[config.mk]
export PLATFORM = sky130hd
export DESIGN_NAME = video_scan_timing_irq_core_flat
export DESIGN_NICKNAME = d
export VERILOG_FILES = /design/src/hw/rtl/vsti_pkg.sv /design/src/hw/rtl/vsti_in_if.sv /design/src/hw/rtl/vsti_out_if.sv /design/src/hw/rtl/vsti_step.sv /design/src/hw/rtl/vsti_out_stage.sv /design/src/hw/rtl/video_scan_timing_irq_core.sv /design/src/flat_wrapper.sv
export SDC_FILE = /design/constraint.sdc
export NUM_CORES = 1
export LEC_CHECK = 0
export ABC_AREA = 1
export BUFFER_PORTS_ARGS = -buffer_cell sky130_fd_sc_hd__buf_2
export CORE_ASPECT_RATIO = 1.2
export CORE_MARGIN = 2
export CORE_UTILIZATION = 30
export DETAILED_ROUTE_END_ITERATION = 8
export HOLD_SLACK_MARGIN = 0.08
export REMOVE_ABC_BUFFERS = 1
export SLEW_MARGIN = 20
export SYNTH_ARGS = -nofsm -noshare
export SYNTH_HDL_FRONTEND = slang
export SYNTH_SLANG_ARGS = --single-unit
[constraint.sdc]
create_clock -name i_clk -period 4.4 [get_ports i_clk]
set_clock_uncertainty 0.05 [all_clocks]
set_input_delay 0.44 -clock i_clk [delete_from_list [all_inputs] [get_ports i_clk]]
set_output_delay 0.44 -clock i_clk [all_outputs]
set_load 0.02 [all_outputs]
[src/hw/rtl/vsti_pkg.sv]
// vsti_pkg: shared constants, codes and types for the video scan timing core.
// No dependencies; used by vsti_step, vsti_out_stage and video_scan_timing_irq_core.
`timescale 1ns / 1ps
`default_nettype none
package vsti_pkg;

    localparam int H_W   = 11;
    localparam int V_W   = 9;
    localparam int FRM_W = 16;
    localparam int EVT_W = 2;
    localparam int CFG_IDX_W  = 2;
    localparam int CFG_DATA_W = 11;

    localparam logic [H_W-1:0] LINE_CYCLES  = 11'd1374;
    localparam logic [H_W-1:0] HBLANK_AT    = 11'd274;
    localparam logic [V_W-1:0] ACTIVE_LINES = 9'd224;
    localparam logic [V_W-1:0] FRAME_LINES  = 9'd262;
    localparam logic [V_W-1:0] VBLANK_LINE  = 9'd225;
    localparam logic [V_W-1:0] CTRL_LINE    = 9'd227;

    // irq_mode codes
    localparam logic [1:0] IRQ_NONE = 2'd0;
    localparam logic [1:0] IRQ_H    = 2'd1;
    localparam logic [1:0] IRQ_V    = 2'd2;
    localparam logic [1:0] IRQ_HV   = 2'd3;

    // mid-line event codes
    localparam logic [EVT_W-1:0] MID_NONE   = 2'd0;
    localparam logic [EVT_W-1:0] MID_HDMA   = 2'd1;
    localparam logic [EVT_W-1:0] MID_RENDER = 2'd2;
    localparam logic [EVT_W-1:0] MID_DISP_END = 2'd3;

    // line-end event codes
    localparam logic [EVT_W-1:0] LEND_NONE   = 2'd0;
    localparam logic [EVT_W-1:0] LEND_VBLANK = 2'd1;
    localparam logic [EVT_W-1:0] LEND_PAD    = 2'd2;
    localparam logic [EVT_W-1:0] LEND_FRAME  = 2'd3;

    // config register indexes
    localparam logic [CFG_IDX_W-1:0] CFG_IRQ_MODE   = 2'd0;
    localparam logic [CFG_IDX_W-1:0] CFG_H_MATCH    = 2'd1;
    localparam logic [CFG_IDX_W-1:0] CFG_V_MATCH    = 2'd2;
    localparam logic [CFG_IDX_W-1:0] CFG_NMI_ENABLE = 2'd3;

    typedef struct packed {
        logic [1:0]     irq_mode;
        logic [H_W-1:0] h_match;
        logic [V_W-1:0] v_match;
        logic           nmi_enable;
    } t_cfg;

    typedef struct packed {
        logic [H_W-1:0]   h_position;
        logic [V_W-1:0]   line_number;
        logic             in_h_blank;
        logic             in_v_blank;
        logic             odd_field;
        logic [FRM_W-1:0] frames_done;
        logic             nmi_request;
        logic             irq_request;
    } t_state;

    typedef struct packed {
        logic advance;
        logic nmi_taken;
        logic irq_taken;
    } t_tick;

    typedef struct packed {
        t_state           st;
        logic [EVT_W-1:0] mid_line_event;
        logic [EVT_W-1:0] line_end_event;
    } t_result;

endpackage
`default_nettype wire

[src/hw/rtl/vsti_in_if.sv]
// vsti_in_if: valid/ready channel carrying one tick word.
// Depends on nothing.
`timescale 1ns / 1ps
`default_nettype none
interface vsti_in_if;
    logic valid;
    logic ready;
    logic advance;
    logic nmi_taken;
    logic irq_taken;

    modport source (output valid, output advance, output nmi_taken, output irq_taken,
                    input ready);
    modport sink   (input valid, input advance, input nmi_taken, input irq_taken,
                    output ready);
endinterface
`default_nettype wire

[src/hw/rtl/vsti_out_if.sv]
// vsti_out_if: valid/ready channel carrying one timing status word.
// Depends on nothing.
`timescale 1ns / 1ps
`default_nettype none
interface vsti_out_if;
    logic        valid;
    logic        ready;
    logic [10:0] h_count;
    logic [8:0]  v_count;
    logic        h_blank;
    logic        v_blank;
    logic        field;
    logic [15:0] frame_count;
    logic        nmi_pending;
    logic        irq_pending;
    logic [1:0]  mid_line_event;
    logic [1:0]  line_end_event;

    modport source (output valid, output h_count, output v_count, output h_blank,
                    output v_blank, output field, output frame_count, output nmi_pending,
                    output irq_pending, output mid_line_event, output line_end_event,
                    input ready);
    modport sink   (input valid, input h_count, input v_count, input h_blank,
                    input v_blank, input field, input frame_count, input nmi_pending,
                    input irq_pending, input mid_line_event, input line_end_event,
                    output ready);
endinterface
`default_nettype wire

[src/hw/rtl/vsti_step.sv]
// vsti_step: next raster/interrupt state and line events for one tick.
// Depends on vsti_pkg.
`timescale 1ns / 1ps
`default_nettype none
module vsti_step (
    input  var vsti_pkg::t_state  i_state,
    input  var vsti_pkg::t_cfg    i_cfg,
    input  var vsti_pkg::t_tick   i_tick,
    output var vsti_pkg::t_result o_result
);
    vsti_pkg::t_state                 st;
    logic [vsti_pkg::H_W-1:0]         h_inc;
    logic [vsti_pkg::V_W-1:0]         v_inc;
    logic [vsti_pkg::EVT_W-1:0]       mid;
    logic [vsti_pkg::EVT_W-1:0]       lend;

    assign h_inc = i_state.h_position + vsti_pkg::H_W'(1);
    assign v_inc = i_state.line_number + vsti_pkg::V_W'(1);

    always_comb begin
        st   = i_state;
        mid  = vsti_pkg::MID_NONE;
        lend = vsti_pkg::LEND_NONE;
        // acknowledges act before any raise in the same tick
        if (i_tick.nmi_taken) begin
            st.nmi_request = 1'b0;
        end
        if (i_tick.irq_taken) begin
            st.irq_request = 1'b0;
        end
        if (i_tick.advance) begin
            st.h_position = h_inc;
            if (h_inc == vsti_pkg::HBLANK_AT) begin
                if (i_state.line_number == vsti_pkg::ACTIVE_LINES) begin
                    mid = vsti_pkg::MID_DISP_END;
                end else if (i_state.line_number > vsti_pkg::ACTIVE_LINES) begin
                    mid = vsti_pkg::MID_NONE;
                end else if (i_state.line_number != '0) begin
                    mid = vsti_pkg::MID_RENDER;
                end else begin
                    mid = vsti_pkg::MID_HDMA;
                end
                st.in_h_blank = 1'b1;
            end else if (h_inc == vsti_pkg::LINE_CYCLES) begin
                st.h_position  = '0;
                st.in_h_blank  = 1'b0;
                st.line_number = v_inc;
                // V match sees the line before the frame wrap
                if (i_cfg.irq_mode == vsti_pkg::IRQ_V && i_cfg.v_match == v_inc) begin
                    st.irq_request = 1'b1;
                end
                if (v_inc == vsti_pkg::VBLANK_LINE) begin
                    st.in_v_blank = 1'b1;
                    if (i_cfg.nmi_enable) begin
                        st.nmi_request = 1'b1;
                    end
                    lend = vsti_pkg::LEND_VBLANK;
                end else if (v_inc == vsti_pkg::CTRL_LINE) begin
                    lend = vsti_pkg::LEND_PAD;
                end else if (v_inc == vsti_pkg::FRAME_LINES) begin
                    st.frames_done = i_state.frames_done + vsti_pkg::FRM_W'(1);
                    st.line_number = '0;
                    st.odd_field   = ~i_state.odd_field;
                    st.in_v_blank  = 1'b0;
                    lend = vsti_pkg::LEND_FRAME;
                end
            end
            if (i_cfg.h_match == st.h_position) begin
                if (i_cfg.irq_mode == vsti_pkg::IRQ_H ||
                    (i_cfg.irq_mode == vsti_pkg::IRQ_HV &&
                     i_cfg.v_match == st.line_number)) begin
                    st.irq_request = 1'b1;
                end
            end
        end
    end

    assign o_result.st             = st;
    assign o_result.mid_line_event = mid;
    assign o_result.line_end_event = lend;

endmodule
`default_nettype wire

[src/hw/rtl/vsti_out_stage.sv]
// vsti_out_stage: result register between the step logic and the output channel.
// Depends on vsti_pkg.
`timescale 1ns / 1ps
`default_nettype none
module vsti_out_stage (
    input  wire                   i_clk,
    input  wire                   i_rst_n,
    input  wire                   i_load,
    input  var vsti_pkg::t_result i_data,
    input  wire                   i_take,
    output logic                  o_free,
    output logic                  o_valid,
    output var vsti_pkg::t_result o_data
);
    logic              r_valid;
    vsti_pkg::t_result r_data;

    // free when empty or the held word leaves this cycle
    assign o_free  = ~r_valid | i_take;
    assign o_valid = r_valid;
    assign o_data  = r_data;

    always_ff @(posedge i_clk) begin
        if (!i_rst_n) begin
            r_valid <= 1'b0;
        end else if (i_load) begin
            r_valid <= 1'b1;
        end else if (i_take) begin
            r_valid <= 1'b0;
        end
        if (i_load) begin
            r_data <= i_data;
        end
    end

endmodule
`default_nettype wire

[src/hw/rtl/video_scan_timing_irq_core.sv]
// video_scan_timing_irq_core: raster H/V counter with NMI/IRQ requests.
// A tick word's status word is registered and appears in the cycle after it is accepted.
// Throughput: one tick per cycle; the result register stalls input only
// while it holds a word the sink has not taken.
// Reset (synchronous, active low) clears counters, flags, requests and config.
// Depends on vsti_pkg, vsti_in_if, vsti_out_if, vsti_step, vsti_out_stage.
`timescale 1ns / 1ps
`default_nettype none
module video_scan_timing_irq_core (
    input  wire                                 i_clk,
    input  wire                                 i_rst_n,
    input  wire                                 i_cfg_we,
    input  wire [vsti_pkg::CFG_IDX_W-1:0]       i_cfg_idx,
    input  wire [vsti_pkg::CFG_DATA_W-1:0]      i_cfg_data,
    vsti_in_if.sink                             i_in,
    vsti_out_if.source                          o_out
);
    vsti_pkg::t_cfg    r_cfg;
    vsti_pkg::t_state  r_state;
    vsti_pkg::t_tick   tick;
    vsti_pkg::t_result n_result;
    vsti_pkg::t_result out_data;
    logic              out_free;
    logic              out_valid;
    logic              accept;

    assign tick.advance   = i_in.advance;
    assign tick.nmi_taken = i_in.nmi_taken;
    assign tick.irq_taken = i_in.irq_taken;

    assign i_in.ready = out_free;
    assign accept     = i_in.valid & out_free;

    always_ff @(posedge i_clk) begin
        if (!i_rst_n) begin
            r_cfg <= '0;
        end else if (i_cfg_we) begin
            case (i_cfg_idx)
                vsti_pkg::CFG_IRQ_MODE:   r_cfg.irq_mode   <= i_cfg_data[1:0];
                vsti_pkg::CFG_H_MATCH:    r_cfg.h_match    <= i_cfg_data[10:0];
                vsti_pkg::CFG_V_MATCH:    r_cfg.v_match    <= i_cfg_data[8:0];
                vsti_pkg::CFG_NMI_ENABLE: r_cfg.nmi_enable <= i_cfg_data[0];
                default: ;
            endcase
        end
    end

    always_ff @(posedge i_clk) begin
        if (!i_rst_n) begin
            r_state <= '0;
        end else if (accept) begin
            r_state <= n_result.st;
        end
    end

    vsti_step u_step (
        .i_state  (r_state),
        .i_cfg    (r_cfg),
        .i_tick   (tick),
        .o_result (n_result)
    );

    vsti_out_stage u_out (
        .i_clk   (i_clk),
        .i_rst_n (i_rst_n),
        .i_load  (accept),
        .i_data  (n_result),
        .i_take  (o_out.ready),
        .o_free  (out_free),
        .o_valid (out_valid),
        .o_data  (out_data)
    );

    assign o_out.valid          = out_valid;
    assign o_out.h_count        = out_data.st.h_position;
    assign o_out.v_count        = out_data.st.line_number;
    assign o_out.h_blank        = out_data.st.in_h_blank;
    assign o_out.v_blank        = out_data.st.in_v_blank;
    assign o_out.field          = out_data.st.odd_field;
    assign o_out.frame_count    = out_data.st.frames_done;
    assign o_out.nmi_pending    = out_data.st.nmi_request;
    assign o_out.irq_pending    = out_data.st.irq_request;
    assign o_out.mid_line_event = out_data.mid_line_event;
    assign o_out.line_end_event = out_data.line_end_event;

endmodule
`default_nettype wire
[src/flat_wrapper.sv]
// flat-port wrapper written by rule: the top's interface ports become plain ports
module video_scan_timing_irq_core_flat 
  (i_clk, i_rst_n, i_cfg_we, i_cfg_idx, i_cfg_data, i_in_valid, i_in_advance, i_in_nmi_taken, i_in_irq_taken, i_in_ready, o_out_valid, o_out_h_count, o_out_v_count, o_out_h_blank, o_out_v_blank, o_out_field, o_out_frame_count, o_out_nmi_pending, o_out_irq_pending, o_out_mid_line_event, o_out_line_end_event, o_out_ready);
  vsti_in_if i_in_i ();
  vsti_out_if o_out_i ();
  input  wire i_clk;
  input  wire i_rst_n;
  input  wire i_cfg_we;
  input  wire [vsti_pkg::CFG_IDX_W-1:0] i_cfg_idx;
  input  wire [vsti_pkg::CFG_DATA_W-1:0] i_cfg_data;
  input wire logic [$bits(i_in_i.valid)-1:0] i_in_valid;
  input wire logic [$bits(i_in_i.advance)-1:0] i_in_advance;
  input wire logic [$bits(i_in_i.nmi_taken)-1:0] i_in_nmi_taken;
  input wire logic [$bits(i_in_i.irq_taken)-1:0] i_in_irq_taken;
  output wire logic [$bits(i_in_i.ready)-1:0] i_in_ready;
  output wire logic [$bits(o_out_i.valid)-1:0] o_out_valid;
  output wire logic [$bits(o_out_i.h_count)-1:0] o_out_h_count;
  output wire logic [$bits(o_out_i.v_count)-1:0] o_out_v_count;
  output wire logic [$bits(o_out_i.h_blank)-1:0] o_out_h_blank;
  output wire logic [$bits(o_out_i.v_blank)-1:0] o_out_v_blank;
  output wire logic [$bits(o_out_i.field)-1:0] o_out_field;
  output wire logic [$bits(o_out_i.frame_count)-1:0] o_out_frame_count;
  output wire logic [$bits(o_out_i.nmi_pending)-1:0] o_out_nmi_pending;
  output wire logic [$bits(o_out_i.irq_pending)-1:0] o_out_irq_pending;
  output wire logic [$bits(o_out_i.mid_line_event)-1:0] o_out_mid_line_event;
  output wire logic [$bits(o_out_i.line_end_event)-1:0] o_out_line_end_event;
  input wire logic [$bits(o_out_i.ready)-1:0] o_out_ready;
  assign i_in_i.valid = i_in_valid;
  assign i_in_i.advance = i_in_advance;
  assign i_in_i.nmi_taken = i_in_nmi_taken;
  assign i_in_i.irq_taken = i_in_irq_taken;
  assign i_in_ready = i_in_i.ready;
  assign o_out_valid = o_out_i.valid;
  assign o_out_h_count = o_out_i.h_count;
  assign o_out_v_count = o_out_i.v_count;
  assign o_out_h_blank = o_out_i.h_blank;
  assign o_out_v_blank = o_out_i.v_blank;
  assign o_out_field = o_out_i.field;
  assign o_out_frame_count = o_out_i.frame_count;
  assign o_out_nmi_pending = o_out_i.nmi_pending;
  assign o_out_irq_pending = o_out_i.irq_pending;
  assign o_out_mid_line_event = o_out_i.mid_line_event;
  assign o_out_line_end_event = o_out_i.line_end_event;
  assign o_out_i.ready = o_out_ready;
  video_scan_timing_irq_core u_core (.i_clk(i_clk), .i_rst_n(i_rst_n), .i_cfg_we(i_cfg_we), .i_cfg_idx(i_cfg_idx), .i_cfg_data(i_cfg_data), .i_in(i_in_i), .o_out(o_out_i));
endmodule
* Yosys cells after proc, flatten, opt, wreduce, memory -nomap -nowiden
Cells that the tools add are included.
Storage, ports and cells: register bits after elaboration 110, input port bits 21
Cells by class: $add $sub $neg 3, order comparisons 1, eq/ne operators 15, mux-type cells 28, bitwise operators 6, reduce and logical (&&, ||, !) cells 13
Operator list (number):
- $mux 41 | 2
- $mux 20 | 3
- $mux 18 | 2
- $eq 9x8->1 const B | 3
- $mux 9 | 3
- $eq 9x9->1 | 2
- $mux 17 | 1
- $add 16x1->16 const B | 1
- $mux 1 | 12
- $add 11x1->11 const B | 1
- $eq 11x11->1 | 1
- $eq 11x11->1 const B | 1
- $eq 11x9->1 const B | 1
- $mux 2 | 5
- $reduce_and 2->1 | 5
- $add 9x1->9 const B | 1
- $eq 9x9->1 const B | 1
- $gt 9x8->1 const B | 1
- $reduce_bool 9->1 | 1
- $eq 2x2->1 const B | 4
- $eq 2x1->1 const B | 2
- $not 1->1 | 4
- $reduce_or 4->1 | 1
- $reduce_or 3->1 | 1
- other kinds (6) | 7

* Depth between registers and ports, before layout
Gate-level depths: netlist of run 1.
depth in word-level cells 14, mapped depth 24, gate-level depth less buffers 23

* Cells and area by module
Synthesis of run 1 repeated with hierarchy kept, for this count alone.
Second synthesis, totals: cells, all modules 826, area total of the unflattened synthesis 5970.7 um2
By module, submodules not included:
- video_scan_timing_irq_core | instances 1, cells an instance 329, area each 2396.0 um2
- vsti_step | instances 1, cells an instance 446, area each 2177.1 um2
- vsti_out_stage | instances 1, cells an instance 51, area each 1397.6 um2

* Least setup slack after synthesis of run 1
No wires, ideal clock.
kind register -> register, start point reg u_core.r_state[31] (netlist name), end point reg u_core.u_out.r_data, in the netlist u_core.u_out.o_data[11], data pin, arrival 2147 ps, data required time 4088 ps, slack 1941 ps, stages on the path, launching flop included 16, path through dfxtp_1 ha_1 buf_2 or2_2 nand3_1 nor2_1 nand3_2 nor2_4 nand3_4 nor2_8 inv_4 nor2_8 inv_2 nor4_4 nand3_2 xor2_1
RTL lines:
- start: declaration | RTL line video_scan_timing_irq_core.sv:19 | vsti_pkg::t_state r_state;
- start signal: assignment | RTL line video_scan_timing_irq_core.sv:52 | r_state <= n_result.st;
- end signal: assignment | RTL line vsti_out_stage.sv:32 | r_data <= i_data;
- end: declaration | RTL line vsti_out_stage.sv:16 | vsti_pkg::t_result r_data;

==> impl_metrics.env, run 1 <==
export IMPL_post_route_min_period_ns=3.129
export IMPL_slew_violations=0
export IMPL_drtIter0Drc=296
export IMPL_hold_path_startpoint="i_cfg_data[9]"
export IMPL_crit_fanout=15
export IMPL_setup_ws_ns=1.271
export IMPL_fillers=2122
export IMPL_worst_endpoint_required_ns=4.46
export IMPL_core_area_um2=19410
export IMPL_synth_area_top_cells="edfxtp_1 23%, dfxtp_1 22%, nand2_1 9.0%, inv_1 7.6%, o21ai_0 7.1%"
export IMPL_pin_count=68
export IMPL_cts_sinks=110
export IMPL_dp_slack_ns=1.318
export IMPL_area_delta_synth_final_pct=14.23
export IMPL_grt_pass1_vias=4638
export IMPL_rsz0062_at_grt="no"
export IMPL_port_buffer_count=67
export IMPL_critical_path_arrival_ns=3.18
export IMPL_crit_reg2reg_launch="u_core.r_state[30]"
export IMPL_drive_above_1_share_pct=14.61
export IMPL_crit_path_start_kind="flip-flop"
export IMPL_routed_wirelength_um=14770
export IMPL_holdPathEnd="u_core.r_cfg[19]"
export IMPL_grt_start_max_net_pins=79
export IMPL_setup_viol_count_final=0
export IMPL_dp_hpwl_um=10750
export IMPL_cts_buffer_depth=2
export IMPL_peakVddDrop_uv=173.8
export IMPL_max_cap_violations=0
export IMPL_synthDistinctLibCells=41
export IMPL_seq_power_share_pct=50.9
export IMPL_clk_pin_slew_ns=0.07
export IMPL_remaining_drc_errors=0
export IMPL_p_sw_share_pct=29.66
export IMPL_multi_input_area_um2=2656
export IMPL_htreeDepth=3
export IMPL_crit_path_end_kind="flip-flop"
export IMPL_vias=5053
export IMPL_hold_class="in -> reg"
export IMPL_powerDensity_nw_per_um2=346.9
export IMPL_internal_power_mw=1.645
export IMPL_antenna_found_initial=0
export IMPL_ys_warn_count=0
export IMPL_netlist_area_leader_share_pct=22.90
export IMPL_drtPass1Iterations=7
export IMPL_syn_area_per_cell_um2=7.606
export IMPL_max_slew_margin_pct=37.78
export IMPL_worst_pin_slew_ns=0.9261
export IMPL_seq_area_um2=2653
export IMPL_layout_common_cells="141 x nand2_1, 119 x inv_1, 84 x o21ai_0, 70 x nor2_1, 67 x buf_2"
export IMPL_grt_overflow_total=0
export IMPL_initial_utilization_pct=30.41
export IMPL_ant_nets=0
export IMPL_rows=56
export IMPL_post_cts_buffers=0
export IMPL_path_class="reg -> reg"
export IMPL_numCtsBuffers=9
export IMPL_rrSetupSlack_ns=1.27
export IMPL_place_congestion=0.8692
export IMPL_nets=858
export IMPL_die_area_um2=20820
export IMPL_synth_area_um2=5902
export IMPL_synth_seq_cells=110
export IMPL_hold_viol=0
export IMPL_dieWidth_um=132.0
export IMPL_clk_latency_ns=0.35
export IMPL_final_common_cell="nand2_1"
export IMPL_wl_per_cell_um=13.48
export IMPL_power_frac_clock_pct=33.3
export IMPL_max_clock_freq_ghz=0.3195
export IMPL_grt_total_usage_pct=14.30
export IMPL_period_share_pct=71.12
export IMPL_reg2reg_depth=20
export IMPL_tns_ns=0
export IMPL_yosysSeqAreaShare_pct=44.94
export IMPL_p_comb_share_pct=15.8
export IMPL_postSynthCellCount=776
export IMPL_ctsResizeCount=0
export IMPL_hold_buffers=0
export IMPL_cts_root_buf="clkbuf_16"
export IMPL_switchingPower_uw=693.7
export IMPL_status="finished clean"
export IMPL_synth_largest_area_cell="edfxtp_1"
export IMPL_fp_dieH_um=157.6
export IMPL_p_leak_nw=3.064
export IMPL_routed_via_density=4.610
export IMPL_crit_start="u_core.r_state[30]"
export IMPL_r2r_end="u_core.u_out.o_data[4]"
export IMPL_antenna_cells=0
export IMPL_grt_pass1_wl_um=23700
export IMPL_hold_depth=3
export IMPL_cts_tree="yes"
## worst max-delay path, cell delays in order (launching register included)
cell,delay [ns]
dfxtp_1,0.53
ha_1,0.38
nand3_2,0.14
inv_2,0.09
nand3_1,0.08
nand2_1,0.08
nand2_1,0.08
nor2_4,0.21
nand3_4,0.25
inv_1,0.20
nand2_1,0.09
nand2_1,0.10
nand2_1,0.05
nand3_1,0.09
nor2_1,0.06
nand2_1,0.05
nand2_1,0.05
nand2_1,0.06
nand2_1,0.06
nand2_1,0.11
nand2_1,0.07
## cell families (layout without fill, tap and decap cells)
kind of cell	Yosys count	in the layout	share of synthesized area (%)
simple gates	329	329	26.71
fa+ha+maj	7	7	1.484
xor+xnor	20	20	2.968
flops	110	110	44.94
compound gates	157	157	13.80
buf+inv	153	212	10.09
## cell type report
cell class / count / share of cell area (%)
Multi-Input combinational cell: 513 / 39.40
Sequential cell: 110 / 39.35
Inverter: 127 / 7.127
Timing Repair Buffer: 69 / 5.197
Tap cell: 261 / 4.844
Clock buffer: 10 / 3.396
Clock inverter: 6 / 0.6867
## cell usage after synthesis (all sizes together)
cell and number:
clkinv 1, o31ai 1, o22ai 4, xor2 18, a2111oi 1, o21ai 90, nor4 6, ha 7
o2111ai 1, nand2 149, nor3 9, dfxtp 65, o21bai 2, inv 126, or2 2, nand3 58
edfxtp 45, a22o 1, a21oi 55, xnor2 2, buf 8, clkbuf 18, a211oi 2, nor2 82
nand3b 2, nand4 21
## state kept, by name, summed over array words and instances (netlist names)
| register | count |
|---|---|
| u_core.u_out.o_data | 45 |
| u_core.r_cfg | 23 |
| u_core.u_out.o_valid | 1 |
| u_core.r_state | 41 |
## power by group through the flow
stage	sequential, mW	clock [mW]	combinational [mW]
2_1_floorplan	1.24	0	0.214
3_3_place_gp	1.21	0	0.368
3_5_place_dp	1.21	0	0.371
4_1_cts	1.19	0.803	0.372
5_1_grt	1.20	0.840	0.417
6_report	1.19	0.778	0.370
## worst max-delay path by stage
stage	endpoint	slack [ns]	cells after the start
floorplan	u_core.r_state[13]	0.91	7
global placement	u_core.r_state[7]	1.35	17
detailed placement	u_core.r_state[0]	1.32	22
CTS	u_core.r_state[0]	1.30	22
global route	u_core.r_state[17]	0.91	17
finish	u_core.u_out.o_data[4]	1.27	20
## per-layer routing
layer | wire [um] | GRT usage, % | vias up
met5 | 0 | 0 | -
met3 | 522 | 2.658 | 10
met1 | 7002 | 18.17 | 2296
li1 | - | - | 2648
met4 | 155 | 3.986 | 0
met2 | 7090 | 24.93 | 99
## metrics by stage
stage | instances | area (um2) | utilization [%] | total power, mW | hold slack (ns)
after floorplan | 750 | 5786 | - | 1.459 | 0.3797
after global placement | 1080 | 6465 | 33.31 | 1.582 | 0.4118
after detailed placement | 1080 | 6465 | 33.31 | 1.585 | 0.4208
after CTS | 1096 | 6740 | 34.73 | 2.366 | 0.2486
after global routing | 1096 | 6741 | 34.73 | 2.457 | 0.3013
final | 1096 | 6741 | 34.73 | 2.339 | 0.2567
No activity file was read; power rests on OpenSTA's default activity.
==> run 2: changes to the inputs <==
- clock period: 4.4 -> 3.2 ns (I/O delays scaled with it)
==> run 2 against run 1 <==
  * Clock power is 59% higher
  * Global-route usage is 0.83 points higher
  * Worst setup slack worse by 0.88 ns
  * Cell area is 2.1% higher
  * Final cell count increased by 1.0%
  * Via count is 2.7% higher
  * Sequential share of layout area decreased by 0.82 points
  * Die area stayed put
  * Combinational power grew 42%
  * Total power increased by 45%
  * Clock-buffer cell count did not move
  * Critical path type unchanged
  * Critical endpoint is now u_core.r_state[0]
==> impl_metrics.env, run 2 (same netlist as run 1, synthesis figures left out) <==
export IMPL_status="finished clean"
export IMPL_p_comb_share_pct=15.5
export IMPL_dp_hpwl_um=11200
export IMPL_cpPeakStageDelay_ns=0.46
export IMPL_hold_path_startpoint="i_cfg_data[9]"
export IMPL_vias=5187
export IMPL_dr_wl_met3_um=653
export IMPL_max_cap_violations=0
export IMPL_numCtsBuffers=9
export IMPL_antenna_cells=0
export IMPL_hold_viol=0
export IMPL_clk_latency_ns=0.36
export IMPL_cts_root_buf="clkbuf_16"
export IMPL_highest_layer="met4"
export IMPL_slew_violations=0
export IMPL_drive_above_1_share_pct=15.84
export IMPL_rsz0062_at_grt="no"
export IMPL_place_congestion=0.8569
export IMPL_cts_buffer_depth=2
export IMPL_wirelength_met1_um=7073
export IMPL_crit_reg2reg_launch="u_core.r_state[22]"
export IMPL_crit_path_start_kind="flip-flop"
export IMPL_worst_endpoint_required_ns=3.46
export IMPL_grt_start_max_net_pins=79
export IMPL_htreeDepth=3
export IMPL_nets=869
export IMPL_cpLargestDelayFamily="simple AND/OR/NAND/NOR gates"
export IMPL_grt_total_usage_pct=15.14
export IMPL_grt_pass1_vias=5054
export IMPL_die_area_um2=20820
export IMPL_finish_utilization_pct=35.47
export IMPL_slowest_stage="dfxtp_1"
export IMPL_final_cells=1107
export IMPL_fillers=2077
export IMPL_max_clock_freq_ghz=0.3553
export IMPL_max_slew_margin_pct=34.68
export IMPL_power_frac_clock_pct=36.4
export IMPL_cp_buffers_inverters=1
export IMPL_area_delta_synth_final_pct=16.64
export IMPL_drtIter0Drc=277
export IMPL_powerDensity_nw_per_um2=493.2
export IMPL_final_common_cell="nand2_1"
export IMPL_worst_pin_slew_ns=0.9798
export IMPL_p_sw_share_pct=28.50
export IMPL_core_area_um2=19410
export IMPL_peakVddDrop_uv=279.0
export IMPL_layout_common_cells="141 x nand2_1, 119 x inv_1, 84 x o21ai_0, 70 x nor2_1, 67 x buf_2"
export IMPL_rrSetupSlack_ns=0.39
export IMPL_cts_sinks=110
export IMPL_path_class="reg -> reg"
export IMPL_remaining_drc_errors=0
export IMPL_crit_top_cell="nand2_1"
export IMPL_hold_class="in -> reg"
export IMPL_routed_via_density=4.686
export IMPL_period_share_pct=87.95
export IMPL_clk_pin_slew_ns=0.08
export IMPL_initial_utilization_pct=30.41
export IMPL_switchingPower_uw=967.6
export IMPL_wl_met2_um=7121
export IMPL_pin_count=68
export IMPL_crit_start="u_core.r_state[22]"
export IMPL_place_inst=1090
export IMPL_critical_path_arrival_ns=3.08
export IMPL_fp_dieH_um=157.6
export IMPL_wl_per_cell_um=13.79
export IMPL_setup_viol_count_final=0
export IMPL_grt_overflow_total=0
export IMPL_rows=56
export IMPL_routed_wirelength_um=15270
export IMPL_drtPass1Iterations=5
export IMPL_ant_nets=0
export IMPL_antenna_found_initial=0
export IMPL_grt_pass1_wl_um=25220
export IMPL_port_buffer_count=67
export IMPL_post_route_min_period_ns=2.814
export IMPL_dieWidth_um=132.0
export IMPL_seq_power_share_pct=48.1
export IMPL_p_leak_nw=3.133
export IMPL_hold_buffers=0
export IMPL_largest_reg_flops=45
export IMPL_crit_path_end_kind="flip-flop"
export IMPL_internal_power_mw=2.427
export IMPL_path_cells="ha_1 -> nand2_2 -> o21bai_1 -> nand2_1 -> nor2_1 -> nand4_4 -> nand2_1 -> nand2_1 -> nand2_1 -> nand2_1 -> nand2_1 -> nand2_1 -> nor2_1 -> nand2_1 -> nand2_1 -> nand2_1 -> nand2_1 -> nand2_1 -> nand3_1 -> nand2_1 -> inv_1"
export IMPL_crit_fanout=8
export IMPL_cts_tree="yes"
==> run 2: cell type report <==
class                      instances  area (um2)  area share, %
tap                              261       326.6          4.744
multi-input combinational        513        2669          38.77
clock inverter                     6       95.09          1.381
clock buffer                      10       229.0          3.326
inverter                         127       479.2          6.961
sequential                       110        2653          38.53
timing repair buffer              80       432.9          6.289
==> run 2: worst paths after layout <==
| check | end | cells after the start |
|---|---|---|
| max | u_core.r_state[0] | 21 |
| min | u_core.r_cfg[19] | 3 |
| max reg2reg | u_core.r_state[0] | 21 |
| min reg2reg | u_core.r_cfg[22] | 2 |
==> run 2: power groups by stage <==
stage,clock network (mW),registers (mW),logic [mW]
5_1_grt,1.31,1.65,0.597
4_1_cts,1.27,1.63,0.528
3_3_place_gp,0,1.66,0.522
2_1_floorplan,0,1.71,0.294
3_5_place_dp,0,1.67,0.526
6_report,1.24,1.63,0.527
==> run 2: per-layer routing <==
layer / GRT usage [%] / vias up
met5: 0 / -
met4: 7.039 / 0
met3: 2.882 / 28
met2: 25.52 / 111
met1: 18.79 / 2375
li1: - / 2673
==> run 2: what timing repair did <==
item | 4_1_cts | 5_1_grt
resized for setup | 0 | 2
setup endpoints to repair | 0 | 5
hold endpoints to repair | 0 | 0
setup buffers | 0 | 1
==> run 2: per-stage QoR <==
step	setup slack [ns]	setup TNS, ns	power (mW)	hold slack, ns	area [um2]
finish	0.3857	0	3.395	0.1333	6884
global route	0.01837	0	3.556	0.1680	6884
CTS	0.2733	0	3.432	0.1227	6864
detailed placement	0.2898	0	2.191	0.4324	6540
global placement	0.3666	0	2.186	0.4293	6540
floorplan	-0.2906	-11.75	2.006	0.3797	5786
==> run 2: worst min-delay path, stage by stage <==
cell and delay, ns:
buf_2 0.08, nor2_1 0.03, nor2_1 0.08
